**config.mk**
```make
export PLATFORM = sky130hd
export DESIGN_NAME = huffman_merge_sequence_top
export DESIGN_NICKNAME = d
export VERILOG_FILES = /design/src/design/hmseq_pkg.sv /design/src/design/huffman_merge_sequence_top.sv /design/src/design/hmseq_ram.sv
export SDC_FILE = /design/constraint.sdc
export NUM_CORES = 2
export LEC_CHECK = 0
export BUFFER_PORTS_ARGS = -buffer_cell sky130_fd_sc_hd__buf_2
export CORE_AREA = 5 5 365 367
export CTS_BUF_LIST = sky130_fd_sc_hd__clkbuf_8
export DETAILED_ROUTE_END_ITERATION = 12
export DIE_AREA = 0 0 370 372
export GPL_TIMING_DRIVEN = 0
export PLACE_DENSITY = 0.78
export SLEW_MARGIN = 20
export SYNTH_ARGS = -nofsm -noshare
export SYNTH_HDL_FRONTEND = slang
export SYNTH_SLANG_ARGS = --single-unit
```
**constraint.sdc**
```tcl
create_clock -name clk -period 4.45 [get_ports clk]
set_input_delay 0.2225 -clock clk [delete_from_list [all_inputs] [get_ports clk]]
set_output_delay 0.2225 -clock clk [all_outputs]
set_load 0.01 [all_outputs]
```
**src/design/hmseq_pkg.sv**
```systemverilog
package hmseq_pkg;

  // Default table size; the top level takes it as a parameter.
  localparam int MAX_SYMBOLS_DEF = 64;

  // Field widths fixed by the interface.
  localparam int WEIGHT_W  = 20;
  localparam int SUM_W     = 26;
  localparam int OUT_IDX_W = 6;

  // Largest stored sum; merges saturate here.
  localparam logic [SUM_W-1:0] SUM_MAX = {SUM_W{1'b1}};

  typedef struct packed {
    logic [WEIGHT_W-1:0] weight;
    logic                last_weight;
  } in_beat_t;

  typedef struct packed {
    logic [OUT_IDX_W-1:0] left_index;
    logic [OUT_IDX_W-1:0] right_index;
    logic [SUM_W-1:0]     merged_weight;
    logic                 last_merge;
  } out_beat_t;

endpackage

```
**src/design/huffman_merge_sequence_top.sv**
```systemverilog
// Huffman merge sequencer: loads weights, then emits one merge beat per step.
// Load: one weight per cycle while busy is low; a beat without last_weight is done at once.
// After the last weight, each merge beat follows a full scan: N slot reads (N = symbols loaded),
// then fold, exit and emit; N - 1 beats in all.
// Reset (rst_n low, synchronous) empties the live mask and count; weight RAM is not cleared.
// Results are single-cycle strobes on out_valid; the receiver cannot stall them.
module huffman_merge_sequence_top #(
  parameter int MAX_SYMBOLS = hmseq_pkg::MAX_SYMBOLS_DEF
) (
  input  logic                 clk,
  input  logic                 rst_n,
  input  logic                 start,
  output logic                 busy,
  input  hmseq_pkg::in_beat_t  in_data,
  output logic                 out_valid,
  output hmseq_pkg::out_beat_t out_data
);

  localparam int IDX_W = $clog2(MAX_SYMBOLS);
  localparam int CNT_W = $clog2(MAX_SYMBOLS + 1);
  localparam int SUM_W = hmseq_pkg::SUM_W;
  localparam logic [CNT_W-1:0] CNT_FULL = CNT_W'(MAX_SYMBOLS);

  localparam logic [1:0] ST_IDLE = 2'd0;
  localparam logic [1:0] ST_SCAN = 2'd1;
  localparam logic [1:0] ST_EMIT = 2'd2;

  // control state
  logic [1:0]             state_r, state_nxt;
  logic [CNT_W-1:0]       count_r, count_nxt;
  logic [MAX_SYMBOLS-1:0] live_r, live_nxt;
  logic [CNT_W-1:0]       left_r, left_nxt;     // merges still to do
  logic [CNT_W-1:0]       rd_idx_r, rd_idx_nxt; // next slot to read
  logic                   pv_r, pv_nxt;         // read data valid this cycle
  logic                   best_ok_r, best_ok_nxt;
  logic                   sec_ok_r, sec_ok_nxt;
  logic                   out_valid_r, out_valid_nxt;

  // payload state
  logic [IDX_W-1:0]       pidx_r, pidx_nxt;
  logic [IDX_W-1:0]       best_idx_r, best_idx_nxt;
  logic [IDX_W-1:0]       sec_idx_r, sec_idx_nxt;
  logic [SUM_W-1:0]       best_w_r, best_w_nxt;
  logic [SUM_W-1:0]       sec_w_r, sec_w_nxt;
  hmseq_pkg::out_beat_t   out_r, out_nxt;

  // weight RAM port
  logic             ram_we;
  logic [IDX_W-1:0] ram_waddr;
  logic [SUM_W-1:0] ram_wdata;
  logic [IDX_W-1:0] ram_raddr;
  logic [SUM_W-1:0] ram_rdata;

  logic             accept;
  logic             has_room;
  logic [CNT_W-1:0] new_count;
  logic [SUM_W:0]   sum_wide;
  logic [SUM_W-1:0] sum_sat;

  hmseq_ram #(
    .WIDTH (SUM_W),
    .DEPTH (MAX_SYMBOLS)
  ) u_wram (
    .clk   (clk),
    .we    (ram_we),
    .waddr (ram_waddr),
    .wdata (ram_wdata),
    .raddr (ram_raddr),
    .rdata (ram_rdata)
  );

  assign busy      = (state_r != ST_IDLE);
  assign accept    = start && !busy;
  assign has_room  = (count_r < CNT_FULL);
  assign new_count = has_room ? count_r + CNT_W'(1) : count_r;

  // saturating merge sum
  assign sum_wide = {1'b0, best_w_r} + {1'b0, sec_w_r};
  assign sum_sat  = sum_wide[SUM_W] ? hmseq_pkg::SUM_MAX : sum_wide[SUM_W-1:0];

  always_comb begin
    state_nxt     = state_r;
    count_nxt     = count_r;
    live_nxt      = live_r;
    left_nxt      = left_r;
    rd_idx_nxt    = rd_idx_r;
    pv_nxt        = 1'b0;
    pidx_nxt      = pidx_r;
    best_ok_nxt   = best_ok_r;
    best_idx_nxt  = best_idx_r;
    best_w_nxt    = best_w_r;
    sec_ok_nxt    = sec_ok_r;
    sec_idx_nxt   = sec_idx_r;
    sec_w_nxt     = sec_w_r;
    out_valid_nxt = 1'b0;
    out_nxt       = out_r;
    ram_we        = 1'b0;
    ram_waddr     = count_r[IDX_W-1:0];
    ram_wdata     = SUM_W'(in_data.weight);
    ram_raddr     = rd_idx_r[IDX_W-1:0];

    case (state_r)
      ST_IDLE: begin
        if (accept) begin
          // full table drops the weight but still honors last_weight
          if (has_room) begin
            ram_we                          = 1'b1;
            live_nxt[count_r[IDX_W-1:0]]    = 1'b1;
          end
          count_nxt = new_count;
          if (in_data.last_weight) begin
            if (new_count > CNT_W'(1)) begin
              state_nxt   = ST_SCAN;
              left_nxt    = new_count - CNT_W'(1);
              rd_idx_nxt  = '0;
              best_ok_nxt = 1'b0;
              sec_ok_nxt  = 1'b0;
            end else begin
              // zero or one symbol: nothing to merge
              count_nxt = '0;
              live_nxt  = '0;
            end
          end
        end
      end

      ST_SCAN: begin
        // issue reads in slot order, fold each returned weight in the following cycle
        if (rd_idx_r < count_r) begin
          pv_nxt     = 1'b1;
          pidx_nxt   = rd_idx_r[IDX_W-1:0];
          rd_idx_nxt = rd_idx_r + CNT_W'(1);
        end else if (!pv_r) begin
          state_nxt = ST_EMIT;
        end
        if (pv_r && live_r[pidx_r]) begin
          if (!best_ok_r || ram_rdata < best_w_r) begin
            sec_ok_nxt   = best_ok_r;
            sec_idx_nxt  = best_idx_r;
            sec_w_nxt    = best_w_r;
            best_ok_nxt  = 1'b1;
            best_idx_nxt = pidx_r;
            best_w_nxt   = ram_rdata;
          end else if (!sec_ok_r || ram_rdata < sec_w_r) begin
            sec_ok_nxt  = 1'b1;
            sec_idx_nxt = pidx_r;
            sec_w_nxt   = ram_rdata;
          end
        end
      end

      ST_EMIT: begin
        if (best_ok_r && sec_ok_r) begin
          ram_we                   = 1'b1;
          ram_waddr                = best_idx_r;
          ram_wdata                = sum_sat;
          live_nxt[sec_idx_r]      = 1'b0;
          out_valid_nxt            = 1'b1;
          out_nxt.left_index       = hmseq_pkg::OUT_IDX_W'(best_idx_r);
          out_nxt.right_index      = hmseq_pkg::OUT_IDX_W'(sec_idx_r);
          out_nxt.merged_weight    = sum_sat;
          out_nxt.last_merge       = (left_r == CNT_W'(1));
        end
        if (left_r > CNT_W'(1) && best_ok_r && sec_ok_r) begin
          state_nxt   = ST_SCAN;
          left_nxt    = left_r - CNT_W'(1);
          rd_idx_nxt  = '0;
          best_ok_nxt = 1'b0;
          sec_ok_nxt  = 1'b0;
        end else begin
          state_nxt = ST_IDLE;
          left_nxt  = '0;
          count_nxt = '0;
          live_nxt  = '0;
        end
      end

      default: begin
        state_nxt = ST_IDLE;
      end
    endcase
  end

  always_ff @(posedge clk) begin
    if (!rst_n) begin
      state_r     <= ST_IDLE;
      count_r     <= '0;
      live_r      <= '0;
      left_r      <= '0;
      rd_idx_r    <= '0;
      pv_r        <= 1'b0;
      best_ok_r   <= 1'b0;
      sec_ok_r    <= 1'b0;
      out_valid_r <= 1'b0;
    end else begin
      state_r     <= state_nxt;
      count_r     <= count_nxt;
      live_r      <= live_nxt;
      left_r      <= left_nxt;
      rd_idx_r    <= rd_idx_nxt;
      pv_r        <= pv_nxt;
      best_ok_r   <= best_ok_nxt;
      sec_ok_r    <= sec_ok_nxt;
      out_valid_r <= out_valid_nxt;
    end
  end

  always_ff @(posedge clk) begin
    pidx_r     <= pidx_nxt;
    best_idx_r <= best_idx_nxt;
    best_w_r   <= best_w_nxt;
    sec_idx_r  <= sec_idx_nxt;
    sec_w_r    <= sec_w_nxt;
    out_r      <= out_nxt;
  end

  assign out_valid = out_valid_r;
  assign out_data  = out_r;

endmodule

```
**src/design/hmseq_ram.sv**
```systemverilog
module hmseq_ram #(
  parameter int WIDTH = hmseq_pkg::SUM_W,
  parameter int DEPTH = hmseq_pkg::MAX_SYMBOLS_DEF,
  localparam int AW   = (DEPTH > 1) ? $clog2(DEPTH) : 1
) (
  input  logic             clk,
  input  logic             we,
  input  logic [AW-1:0]    waddr,
  input  logic [WIDTH-1:0] wdata,
  input  logic [AW-1:0]    raddr,
  output logic [WIDTH-1:0] rdata
);

  logic [WIDTH-1:0] mem_r [DEPTH];
  logic [WIDTH-1:0] rdata_r;

  always_ff @(posedge clk) begin
    if (we) begin
      mem_r[waddr] <= wdata;
    end
    rdata_r <= mem_r[raddr];
  end

  assign rdata = rdata_r;

endmodule

```
==> run metrics <==
R2R setup slack=-290 ps; final hold vios=0; Clock transition at path regs=70 ps; Area growth, synth to finish=16.0%; mapped cell area=0.0759 mm2; CTS Root Cell=clkbuf_8; EDFF count, synth=1773; Worst-Margin Slew=1180 ps; kind of critical path=register to register; drt pass-1 iters=7; Synth async-reset ratio=0; CP arrival=5410 ps; crit-path max cell delay=780 ps; Die Width=370 um; slew margin rel.=0.216; clk sink count=1890; Max Slew Vio Count=0; worst path cell trace=buf_2, nor2b_1, clkbuf_1, nand3_1, buf_1, a21oi_1, nor3_2, nand2_1, nor2_4, buf_16; Max-cap violations=0; Starting Density=0.588; Synth cell types=74; share of cells above drive strength 1=0.304; final instance area=0.0880 mm2; sequential fraction of the synthesis area=0.732; top cells by area, synth=edfxtp_1 70%, mux4_2 17%, dfxtp_1 3.1%; PortBufs=63; sequential cell area=0.0556 mm2; post-synthesis cell count=3736; vias in the first global route=42000; Leakage=26.9 nW; Yosys Warn Count=0; PnR worst setup slack=-295 ps; startpoint class of the critical path=register; CTS tree=built; Top FF cell, synth=edfxtp_1; WL final=216000 um; CP delay by family, top=simple AND/OR/NAND/NOR gates; Max Buffers Root-to-Sink=4; full die area=0.138 mm2; leading cell types by count after synthesis=1773 x edfxtp_1, 558 x mux4_2, 194 x nor2_1; Global Route Usage Sum=0.306; Final Net Count=4378; Max VDD drop=0.333 mV; global route total overflow=0; initial antenna violation count=21; average wire per standard cell=34.6 um; global-route wire length before repair=298000 um; vias=42800; Worst R2R End=u_wram.mem_r[47][9]$_DFFE_PP_; DR iter-0 viols=6989; Antenna Nets Post-Route=0; failing checks=setup timing; Hold Crit Class=input pin to register; Clock Latency Late Sink=1030 ps; share of Yosys cell area claimed by the top area cell type=0.702; final setup fails=261; RD Place Congestion=0.916; status=complete, but fails checks; Avg Inst Size Synth=20.3 um2; slowest stage cell on the critical path=nor2_4; cell taking the most area after synthesis=edfxtp_1; fmax=211 MHz; Cell Rows=132; # H-tree levels=5; Worst Reg-to-Reg Cells=10; Power Dens Cells=393 mW/mm2; Die Y=372 um; post-DR vias/cell=6.86; #FFs+latches synth=1890; IO Pins=65; TNS Setup=-30280 ps; Placed Instance Area=0.0819 mm2; Setup Skew=90.7 ps; Residual DRC=0; worst r2r src=state_r[1]$_SDFFE_PN0P_; placeable core area=0.129 mm2; critical path capture point type=register; post-route clock period utilization=1.07; Worst Path Buf+Inv=4; most common cell in the netlist=edfxtp_1; HPWL after DPL=139000 um; worst setup path end=u_wram.mem_r[47][9]$_DFFE_PP_; min Tclk post-route=4740 ps; Multi-input gate area=0.0200 mm2; Num CTS Buffers=309; RSZ-0062 raised after global routing=true; syn_nets=3849; CP max FO=15; CP required=5120 ps; largest net degree at the start of global routing=65; Critical Path Stages=10; crit path launch=state_r[1]$_SDFFE_PN0P_; # fillers=7553
layout make-up:
class	instances	share of cell area
sequential	1890	0.632
clock buffer	316	0.0494
timing repair buffer	218	0.0424
clock inverter	213	0.0113
inverter	70	0.00299
antenna	14	0.000398
tap	1742	0.0248
multi-input combinational	1580	0.227
buffer	196	0.0103
metrics by stage:
stage	worst slack, ps	hold slack [ps]	instances	util	power [W]
after global placement	-4400	439	5541	0.607	0.0211
after detailed placement	-445	437	5647	0.634	0.0212
final	-295	104	6239	0.681	0.0346
after floorplan	-448	421	3736	-	0.0206
after global routing	-368	132	6230	0.681	0.0356
after CTS	5.46	1.70	6195	0.678	0.0345
registers in the layout, indices dropped and copies added, names as in the netlist:
| signal | count |
|---|---|
| u_wram.mem_r | 1664 |
| best_ok_r | 1 |
| sec_ok_r | 1 |
| rd_idx_r | 7 |
| best_idx_r | 6 |
| out_data | 39 |
| sec_w_r | 26 |
| pv_r | 1 |
| out_valid | 1 |
| state_r | 2 |
| pidx_r | 6 |
| left_r | 7 |
| live_r | 64 |
| sec_idx_r | 6 |
| u_wram.rdata | 26 |
| best_w_r | 26 |
| count_r | 7 |
layout by cell type, fill, tap and decap left out, types with 34 or more instances in the layout:
master       n
mux4_2     558
buf_2      126
ha_1        88
a21oi_1    110
nor2_1     128
inv_1      170
nand2_1    106
dfxtp_1    117
edfxtp_1  1773
o211ai_1    71
buf_16      90
clkinv_1    68
clkinv_2    34
clkbuf_1    88
clkbuf_8   316
nor2_4      65
o21ai_0     99
worst min path at each step:
stage	start	end	slack [ps]	depth (start not counted)
6_report	start	count_r[5]$_SDFFE_PN0P_	100	7
5_1_grt	start	live_r[31]$_SDFFE_PN0P_	130	7
4_1_cts	start	live_r[31]$_SDFFE_PN0P_	2	7
3_5_place_dp	pidx_r[2]$_DFFE_PP_	best_idx_r[2]$_DFFE_PP_	440	0
3_3_place_gp	rd_idx_r[0]$_SDFFE_PN0P_	pidx_r[0]$_DFFE_PP_	440	0
2_1_floorplan	pidx_r[1]$_DFFE_PP_	best_idx_r[1]$_DFFE_PP_	420	0
tightest hold or removal path, stage by stage:
cell      delay, ps
buf_2           130
nor2_1          120
nor2_1          120
nand2_1         100
nor3_1           90
o21ai_0         140
a21boi_0         80
logic make-up (layout without fill, tap and decap cells):
kind of cell	count (synthesis)	in the layout	synth area share
compound gates	390	390	0.0320
xor+xnor	31	31	0.00358
fa+ha+maj	89	89	0.0148
buf+inv	266	1013	0.0152
flops	1890	1890	0.732
mux	612	612	0.174
other cells	0	14	0
simple gates	458	458	0.0279
report_power, final:
| part | total, W | switching [W] | leakage, nW | internal, W |
|---|---|---|---|---|
| Clock | 0.0137 | 0.00681 | 3.12 | 0.00686 |
| Sequential | 0.0195 | 0.0000812 | 16.1 | 0.0195 |
| Combinational | 0.00135 | 0.000860 | 7.66 | 0.000491 |
| Total | 0.0346 | 0.00775 | 26.9 | 0.0268 |
per-layer routing:
metal  vias to the layer above  GRT usage  part of all wire
met4                        10      0.156             0.065
met5                         -          0           0.00028
met1                     21600      0.399              0.33
met2                      3769      0.472              0.47
li1                      16700          -                 -
met3                       805     0.0940              0.14
timing repair:
item	4_1_cts	5_1_grt
resized for setup	8	6
gates cloned	0	0
endpoints found under the hold margin	376	0
setup buffers	3	30
hold buffers	16	0
pin swaps	2	16
setup endpoints to repair	954	1104
No activity file was read; power rests on OpenSTA's default activity.
